File: src/sv/dq_pkg.sv
// Package for the double-ended queue: sizes, request codes, payload structs
// and the controller/datapath interface types. Depends on nothing.
package dq_pkg;

    // Queue depth and derived index and count widths.
    localparam int DEPTH   = 16;
    localparam int IDX_W   = $clog2(DEPTH);
    localparam int CNT_W   = $clog2(DEPTH + 1);
    localparam int SUM_W   = CNT_W + 1;
    localparam int DATA_W  = 32;
    localparam int REQ_W   = 3;
    localparam int COUNT_W = 5;

    // Request codes carried in req_type.
    typedef enum logic [REQ_W-1:0] {
        REQ_PUSH_FRONT = 3'd0,
        REQ_PUSH_BACK  = 3'd1,
        REQ_POP_FRONT  = 3'd2,
        REQ_POP_BACK   = 3'd3,
        REQ_CLEAR      = 3'd4,
        REQ_PEEK       = 3'd5
    } req_code_t;

    // Input item.
    typedef struct packed {
        logic [REQ_W-1:0]         req_type;
        logic signed [DATA_W-1:0] value;
    } dq_req_t;

    // Result item.
    typedef struct packed {
        logic signed [DATA_W-1:0] front_value;
        logic signed [DATA_W-1:0] back_value;
        logic [COUNT_W-1:0]       count;
        logic                     is_empty;
        logic                     is_full;
        logic                     refused;
    } dq_rsp_t;

    // Controller states.
    typedef enum logic [1:0] {
        ST_IDLE,
        ST_READ,
        ST_LOAD
    } state_t;

    // Commands from the controller to the datapath.
    typedef struct packed {
        logic exec;
        logic load;
    } dq_cmd_t;

    // Status from the datapath to the controller.
    typedef struct packed {
        logic out_free;
    } dq_status_t;

    // Reduce a sum below twice the depth into a ring index.
    function automatic logic [IDX_W-1:0] wrap_idx(input logic [SUM_W-1:0] s);
        logic [SUM_W-1:0] depth_s;
        depth_s = SUM_W'(DEPTH);
        if (s >= depth_s) begin
            return IDX_W'(s - depth_s);
        end
        return IDX_W'(s);
    endfunction

endpackage

File: src/sv/double_ended_queue_top.sv
// Top level of the bounded double-ended queue of signed 32-bit values.
// A request is taken in idle; the queue state and the ring store are updated,
// the store's registered read follows that write, and the result is loaded once
// the output register is free. No new request is taken until the result is loaded.
// Reset: aresetn (synchronous, active low) empties the queue; the store
// itself is not cleared. Depends on dq_pkg, dq_ctrl, dq_dpath and dq_ram.
module double_ended_queue_top (
    input  logic            aclk,
    input  logic            aresetn,
    input  logic            s_valid,
    output logic            s_ready,
    input  dq_pkg::dq_req_t s_req,
    output logic            m_valid,
    input  logic            m_ready,
    output dq_pkg::dq_rsp_t m_rsp
);
    import dq_pkg::*;

    dq_cmd_t    cmd;
    dq_status_t status;

    // Sequencer.
    dq_ctrl u_ctrl (
        .aclk    (aclk),
        .aresetn (aresetn),
        .s_valid (s_valid),
        .s_ready (s_ready),
        .status  (status),
        .cmd     (cmd)
    );

    // Queue storage and result path.
    dq_dpath u_dpath (
        .aclk    (aclk),
        .aresetn (aresetn),
        .s_req   (s_req),
        .cmd     (cmd),
        .status  (status),
        .m_valid (m_valid),
        .m_ready (m_ready),
        .m_rsp   (m_rsp)
    );

    // A request transfer is followed by a valid result.
    a_result_follows: assert property (@(posedge aclk) disable iff (!aresetn)
        s_valid && s_ready |-> ##3 m_valid)
        else $error("result missing three cycles after a request transfer");

    // Only one request is in flight at a time.
    a_one_in_flight: assert property (@(posedge aclk) disable iff (!aresetn)
        s_valid && s_ready |=> !s_ready)
        else $error("input ready again right after a transfer");

    // An empty result reads zero at both ends and a zero count.
    a_empty_reads_zero: assert property (@(posedge aclk) disable iff (!aresetn)
        m_valid && m_rsp.is_empty |->
            m_rsp.front_value == '0 && m_rsp.back_value == '0 && m_rsp.count == '0)
        else $error("empty result with nonzero fields");

    // Full and empty flags never appear together.
    a_flags_exclusive: assert property (@(posedge aclk) disable iff (!aresetn)
        m_valid |-> !(m_rsp.is_full && m_rsp.is_empty))
        else $error("result both full and empty");

endmodule

File: src/sv/dq_ram.sv
// Generic RAM with one write port and two registered read ports.
// Depends on nothing.
module dq_ram #(
    parameter int WIDTH = 32,
    parameter int DEPTH = 16,
    parameter int AW    = $clog2(DEPTH)
) (
    input  logic             aclk,
    input  logic             we,
    input  logic [AW-1:0]    waddr,
    input  logic [WIDTH-1:0] wdata,
    input  logic [AW-1:0]    raddr_a,
    output logic [WIDTH-1:0] rdata_a,
    input  logic [AW-1:0]    raddr_b,
    output logic [WIDTH-1:0] rdata_b
);

    logic [WIDTH-1:0] mem [DEPTH];

    // Write port and registered read ports.
    always_ff @(posedge aclk) begin
        if (we) begin
            mem[waddr] <= wdata;
        end
        rdata_a <= mem[raddr_a];
        rdata_b <= mem[raddr_b];
    end

endmodule

File: src/sv/dq_ctrl.sv
// Controller for the double-ended queue: sequences accept, read and load.
// Depends on dq_pkg.
module dq_ctrl (
    input  logic               aclk,
    input  logic               aresetn,
    input  logic               s_valid,
    output logic               s_ready,
    input  dq_pkg::dq_status_t status,
    output dq_pkg::dq_cmd_t    cmd
);
    import dq_pkg::*;

    state_t state_reg, state_next;

    // State register.
    always_ff @(posedge aclk) begin
        if (!aresetn) begin
            state_reg <= ST_IDLE;
        end else begin
            state_reg <= state_next;
        end
    end

    // Next state.
    always_comb begin
        state_next = state_reg;
        unique case (state_reg)
            ST_IDLE: begin
                if (s_valid) begin
                    state_next = ST_READ;
                end
            end
            ST_READ: begin
                state_next = ST_LOAD;
            end
            ST_LOAD: begin
                if (status.out_free) begin
                    state_next = ST_IDLE;
                end
            end
            default: begin
                state_next = ST_IDLE;
            end
        endcase
    end

    // Outputs.
    always_comb begin
        s_ready  = 1'b0;
        cmd.exec = 1'b0;
        cmd.load = 1'b0;
        unique case (state_reg)
            ST_IDLE: begin
                s_ready  = 1'b1;
                cmd.exec = s_valid;
            end
            ST_READ: begin
            end
            ST_LOAD: begin
                cmd.load = status.out_free;
            end
            default: begin
            end
        endcase
    end

endmodule

File: src/sv/dq_dpath.sv
// Datapath for the double-ended queue: head and count registers, ring store
// and the result register. Depends on dq_pkg and dq_ram.
module dq_dpath (
    input  logic               aclk,
    input  logic               aresetn,
    input  dq_pkg::dq_req_t    s_req,
    input  dq_pkg::dq_cmd_t    cmd,
    output dq_pkg::dq_status_t status,
    output logic               m_valid,
    input  logic               m_ready,
    output dq_pkg::dq_rsp_t    m_rsp
);
    import dq_pkg::*;

    logic [IDX_W-1:0]  head_reg, head_next;
    logic [CNT_W-1:0]  count_reg, count_next;
    logic              refused_reg, refused_next;
    logic              m_valid_reg;
    dq_rsp_t           rsp_reg;

    logic              full;
    logic              empty;
    logic [IDX_W-1:0]  tail_slot;
    logic [IDX_W-1:0]  head_dec;
    logic [IDX_W-1:0]  head_inc;
    logic [IDX_W-1:0]  back_addr;
    logic              we;
    logic [IDX_W-1:0]  waddr;
    logic [DATA_W-1:0] rd_front;
    logic [DATA_W-1:0] rd_back;

    // Ring index arithmetic.
    assign full      = (count_reg == CNT_W'(DEPTH));
    assign empty     = (count_reg == '0);
    assign tail_slot = wrap_idx(SUM_W'(head_reg) + SUM_W'(count_reg));
    assign head_dec  = (head_reg == '0) ? IDX_W'(DEPTH - 1) : head_reg - IDX_W'(1);
    assign head_inc  = (head_reg == IDX_W'(DEPTH - 1)) ? '0 : head_reg + IDX_W'(1);
    assign back_addr = empty ? head_reg
                     : wrap_idx(SUM_W'(head_reg) + SUM_W'(count_reg) - SUM_W'(1));

    // Request decode: next head, count, refused flag and store write.
    always_comb begin
        head_next    = head_reg;
        count_next   = count_reg;
        refused_next = 1'b0;
        we           = 1'b0;
        waddr        = tail_slot;
        unique case (s_req.req_type)
            REQ_PUSH_FRONT: begin
                if (full) begin
                    refused_next = 1'b1;
                end else begin
                    head_next  = head_dec;
                    count_next = count_reg + CNT_W'(1);
                    we         = cmd.exec;
                    waddr      = head_dec;
                end
            end
            REQ_PUSH_BACK: begin
                if (full) begin
                    refused_next = 1'b1;
                end else begin
                    count_next = count_reg + CNT_W'(1);
                    we         = cmd.exec;
                end
            end
            REQ_POP_FRONT: begin
                if (empty) begin
                    refused_next = 1'b1;
                end else begin
                    head_next  = head_inc;
                    count_next = count_reg - CNT_W'(1);
                end
            end
            REQ_POP_BACK: begin
                if (empty) begin
                    refused_next = 1'b1;
                end else begin
                    count_next = count_reg - CNT_W'(1);
                end
            end
            REQ_CLEAR: begin
                head_next  = '0;
                count_next = '0;
            end
            default: begin
            end
        endcase
    end

    // Queue state registers, updated when a request is taken.
    always_ff @(posedge aclk) begin
        if (!aresetn) begin
            head_reg  <= '0;
            count_reg <= '0;
        end else if (cmd.exec) begin
            head_reg  <= head_next;
            count_reg <= count_next;
        end
    end

    always_ff @(posedge aclk) begin
        if (cmd.exec) begin
            refused_reg <= refused_next;
        end
    end

    // Ring store: front and back are read in the cycle after the update.
    dq_ram #(
        .WIDTH (DATA_W),
        .DEPTH (DEPTH)
    ) u_ring (
        .aclk    (aclk),
        .we      (we),
        .waddr   (waddr),
        .wdata   (s_req.value),
        .raddr_a (head_reg),
        .rdata_a (rd_front),
        .raddr_b (back_addr),
        .rdata_b (rd_back)
    );

    // Result register and its valid flag.
    always_ff @(posedge aclk) begin
        if (!aresetn) begin
            m_valid_reg <= 1'b0;
        end else if (cmd.load) begin
            m_valid_reg <= 1'b1;
        end else if (m_ready) begin
            m_valid_reg <= 1'b0;
        end
    end

    always_ff @(posedge aclk) begin
        if (cmd.load) begin
            rsp_reg.front_value <= empty ? '0 : rd_front;
            rsp_reg.back_value  <= empty ? '0 : rd_back;
            rsp_reg.count       <= COUNT_W'(count_reg);
            rsp_reg.is_empty    <= empty;
            rsp_reg.is_full     <= full;
            rsp_reg.refused     <= refused_reg;
        end
    end

    assign status.out_free = !m_valid_reg || m_ready;
    assign m_valid         = m_valid_reg;
    assign m_rsp           = rsp_reg;

endmodule
File: config.mk
export PLATFORM = sky130hd
export DESIGN_NAME = double_ended_queue_top
export DESIGN_NICKNAME = d
export VERILOG_FILES = /design/src/sv/dq_pkg.sv /design/src/sv/double_ended_queue_top.sv /design/src/sv/dq_ram.sv /design/src/sv/dq_ctrl.sv /design/src/sv/dq_dpath.sv
export SDC_FILE = /design/constraint.sdc
export NUM_CORES = 1
export LEC_CHECK = 0
export ABC_AREA = 0
export BUFFER_PORTS_ARGS = -buffer_cell sky130_fd_sc_hd__buf_2
export CORE_MARGIN = 5
export CORE_UTILIZATION = 40
export CTS_CLUSTER_SIZE = 14
export DETAILED_ROUTE_END_ITERATION = 10
export MAX_ROUTING_LAYER = met4
export PLACE_DENSITY_LB_ADDON = 0.25
export RECOVER_POWER = 100
export SETUP_SLACK_MARGIN = 0.5
export SYNTH_ARGS = -nofsm -noshare
export SYNTH_HDL_FRONTEND = slang
export SYNTH_SLANG_ARGS = --single-unit
File: constraint.sdc
create_clock -name aclk -period 7.4 [get_ports aclk]
set_input_delay 1.48 -clock aclk [delete_from_list [all_inputs] [get_ports aclk]]
set_output_delay 1.48 -clock aclk [all_outputs]
set_load 0.01 [all_outputs]
==> qor.tcl <==
set qor(outcome) {complete, but fails checks}
set qor(failed_checks) {max-capacitance violations, max-slew violations}
set qor(synth_top_cell_by_area) {edfxtp_1}
set qor(final.hold.worst_slack_ns) 0.438
set qor(fp.dieArea_sq_um) 77400
set qor(route.antenna.remaining_nets) 0
set qor(worst_slew_margin_rel_pct) -190
set qor(tritoncts) {yes}
set qor(place.detailed.instances) 2762
set qor(clock_tree.root_cell) {clkbuf_16}
set qor(power.leakage_uw) 0.0104
set qor(cts_buffers) 70
set qor(netlist.area_leader.share_pct) 61.0
set qor(clk_pin_slew_ns) 0.06
set qor(worst_setup_path_end_kind) {flip-flop}
set qor(synth_async_sr_flop_share_pct) 0
set qor(timing.final.crit_period_ns) 5.93
set qor(fin_crit_sh_pct) 80.2
set qor(placed_standard_cell_area_sq_um) 30500
set qor(initial_core_util_pct) 40.3
set qor(routed_wire_length_per_instance_microns) 26.3
set qor(cp_max_fo) 57
set qor(r2r_cells) 10
set qor(layout-drive-gt1-share_pct) 20.6
set qor(number_of_enable_flip_flop_cells_after_synthesis) 585
set qor(hold_path.class) {reg -> reg}
set qor(fmax_mhz) 169
set qor(grt_pass1_vias) 17492
set qor(yosysSeqAreaShare_pct) 66.3
set qor(peakVddDrop_mv) 0.158
set qor(max-clock-path-buffers) 3
set qor(avgSynthCellArea_sq_um) 16.2
set qor(arrival_ns) 6.14
set qor(viasPerCell) 5.83
set qor(clock_sinks) 661
set qor(hpwlAfterDp_microns) 43500
set qor(synthFlopType) {edfxtp_1}
set qor(timing.critical_path.required_ns) 7.60
set qor(ctsHoldBuffers) 0
set qor(synth_seq_cells) 661
set qor(cts_post_setup_buffers_inserted) 0
set qor(regMostFlops) {u_dpath.u_ring.mem}
set qor(grt_start_max_net_pins) 81
set qor(finalInstanceArea_sq_um) 32600
set qor(grt_setup_unrepaired) {no}
set qor(finalNetCount) 1934
set qor(layout.cells.most_common) {edfxtp_1}
set qor(synthesis.yosys.warnings) 0
set qor(syn_to_final_growth_pct) 13.3
set qor(syn_area_sq_um) 28800
set qor(grt_util_all_layers_pct) 20.0
set qor(die-height_microns) 278
set qor(netlist_top_cells_area) {edfxtp_1 61%, mux4_2 15%, dfxtp_1 5.3%}
set qor(chipWidth_microns) 278
set qor(mapped_cells) 1776
set qor(clkLatencyLatePin_ns) 0.61
set qor(p_per_area_nw_per_um2) 279
set qor(grt_first_pass_wirelength_microns) 113000
set qor(drv.max_cap_violation_count) 4
set qor(timing.final.max_slew_violations) 212
set qor(grt_remaining_overflow) 0
set qor(pin_count) 113
set qor(final-hold-violation-count) 0
set qor(route.final.wire_length_microns) 76000
set qor(gp_congestion) 0.833
set qor(sort_of_element_at_the_start_of_the_critical_path) {flip-flop}
set qor(layout.cells.non_filler) 2894
set qor(initial_antenna_violation_count) 6
set qor(layout_common_cells) {585 x edfxtp_1, 196 x mux4_2, 193 x nand2_1, 127 x clkbuf_1, 91 x nor2_1}
set qor(drtPass1Iterations) 6
set qor(holdPathStages) 0
set qor(drcViolationCount) 0
set qor(dr_total_vias) 16877
set qor(largest_register_ff_count) 512
set qor(critical_path_class) {reg -> reg}
set qor(max_slew.worst_pin.slew_ns) 4.36
set qor(port_buffers) 112
set qor(synth.net_count) 1826
set qor(row_count) 98
set qor(setup_viol) 0
set qor(synth.distinct_cells) 64
set qor(finClkSkew_ns) 0.0171
set qor(cts-htree-levels) 3
set qor(timing.setup.tns_ns) 0
set qor(drt_first_iter_violations) 1618
set qor(core_occupancy_in_the_finished_layout_pct) 45.6
set qor(core_sq_um) 71500
set qor(cts-resized-gates) 0
worst max-delay path, stage by stage (launching register included):
cell and delay (ns):
dfxtp_1 1.79, buf_4 0.88, ha_1 0.37, a211o_1 0.34, nand2_1 0.12, xnor2_1 0.15, xnor2_1 0.16, mux2_2 0.20
nand2_1 0.23, nor2_4 0.17, clkbuf_2 1.08
stage by stage:
step,setup slack [ns],power [uW]
after floorplan,2.08,5240
after global placement,2.80,5650
after detailed placement,2.76,5670
after CTS,2.75,9200
after global routing,1.25,9470
final,1.47,9110
synth_stat cells (all sizes together) (21+ instances only):
cell type,n
nor2,107
a21oi,62
edfxtp,585
clkbuf,49
a221oi,21
dfxtp,76
nand2,193
buf,70
mux2i,41
mux4,196
and3,32
and2,66
nand3,27
o21ai,61
report_power, final:
group          switching (uW)  internal [uW]  leakage [uW]
logic                     803            499       0.00337
registers                74.9           4210       0.00593
clock network            1430           2090       0.00112
metal layers:
metal | wire length (microns) | GRT usage (%) | up-vias
met5 | 0 | - | -
met4 | 1370 | 5.35 | 0
met3 | 5120 | 3.00 | 102
met2 | 37600 | 32.4 | 679
met1 | 31900 | 26.7 | 8794
li1 | - | - | 7302
cells by family after synthesis:
| group | count (synthesis) | synth area share, % |
|---|---|---|
| flops | 661 | 66.3 |
| simple gates | 464 | 7.40 |
| mux | 255 | 17.5 |
| compound gates | 241 | 5.72 |
| buf+inv | 131 | 2.19 |
| xor+xnor | 13 | 0.395 |
| fa+ha+maj | 11 | 0.530 |
layout make-up:
type	count	area (sq um)
fillers	6110	38900
flip-flops and latches	661	19100
multi-input cells	984	9260
clock buffers	93	1930
well taps	950	1190
repair buffers	155	712
clock inverters	36	380
inverters	12	46.3
diodes	3	7.51
path summary, 6_finish.rpt:
kind	slack [ns]	to	start
worst max register to register	1.47	u_dpath.u_ring.mem[11][27]$_DFFE_PP_	u_dpath.head_reg[1]$_SDFFE_PN0P_
worst max-delay path	1.47	u_dpath.u_ring.mem[11][27]$_DFFE_PP_	u_dpath.head_reg[1]$_SDFFE_PN0P_
worst min-delay path	0.44	u_dpath.m_rsp[0]$_DFFE_PP_	u_dpath.refused_reg$_DFFE_PP_
worst min register to register	0.44	u_dpath.m_rsp[0]$_DFFE_PP_	u_dpath.refused_reg$_DFFE_PP_
Note: power is estimated with default switching activity, not from simulation.
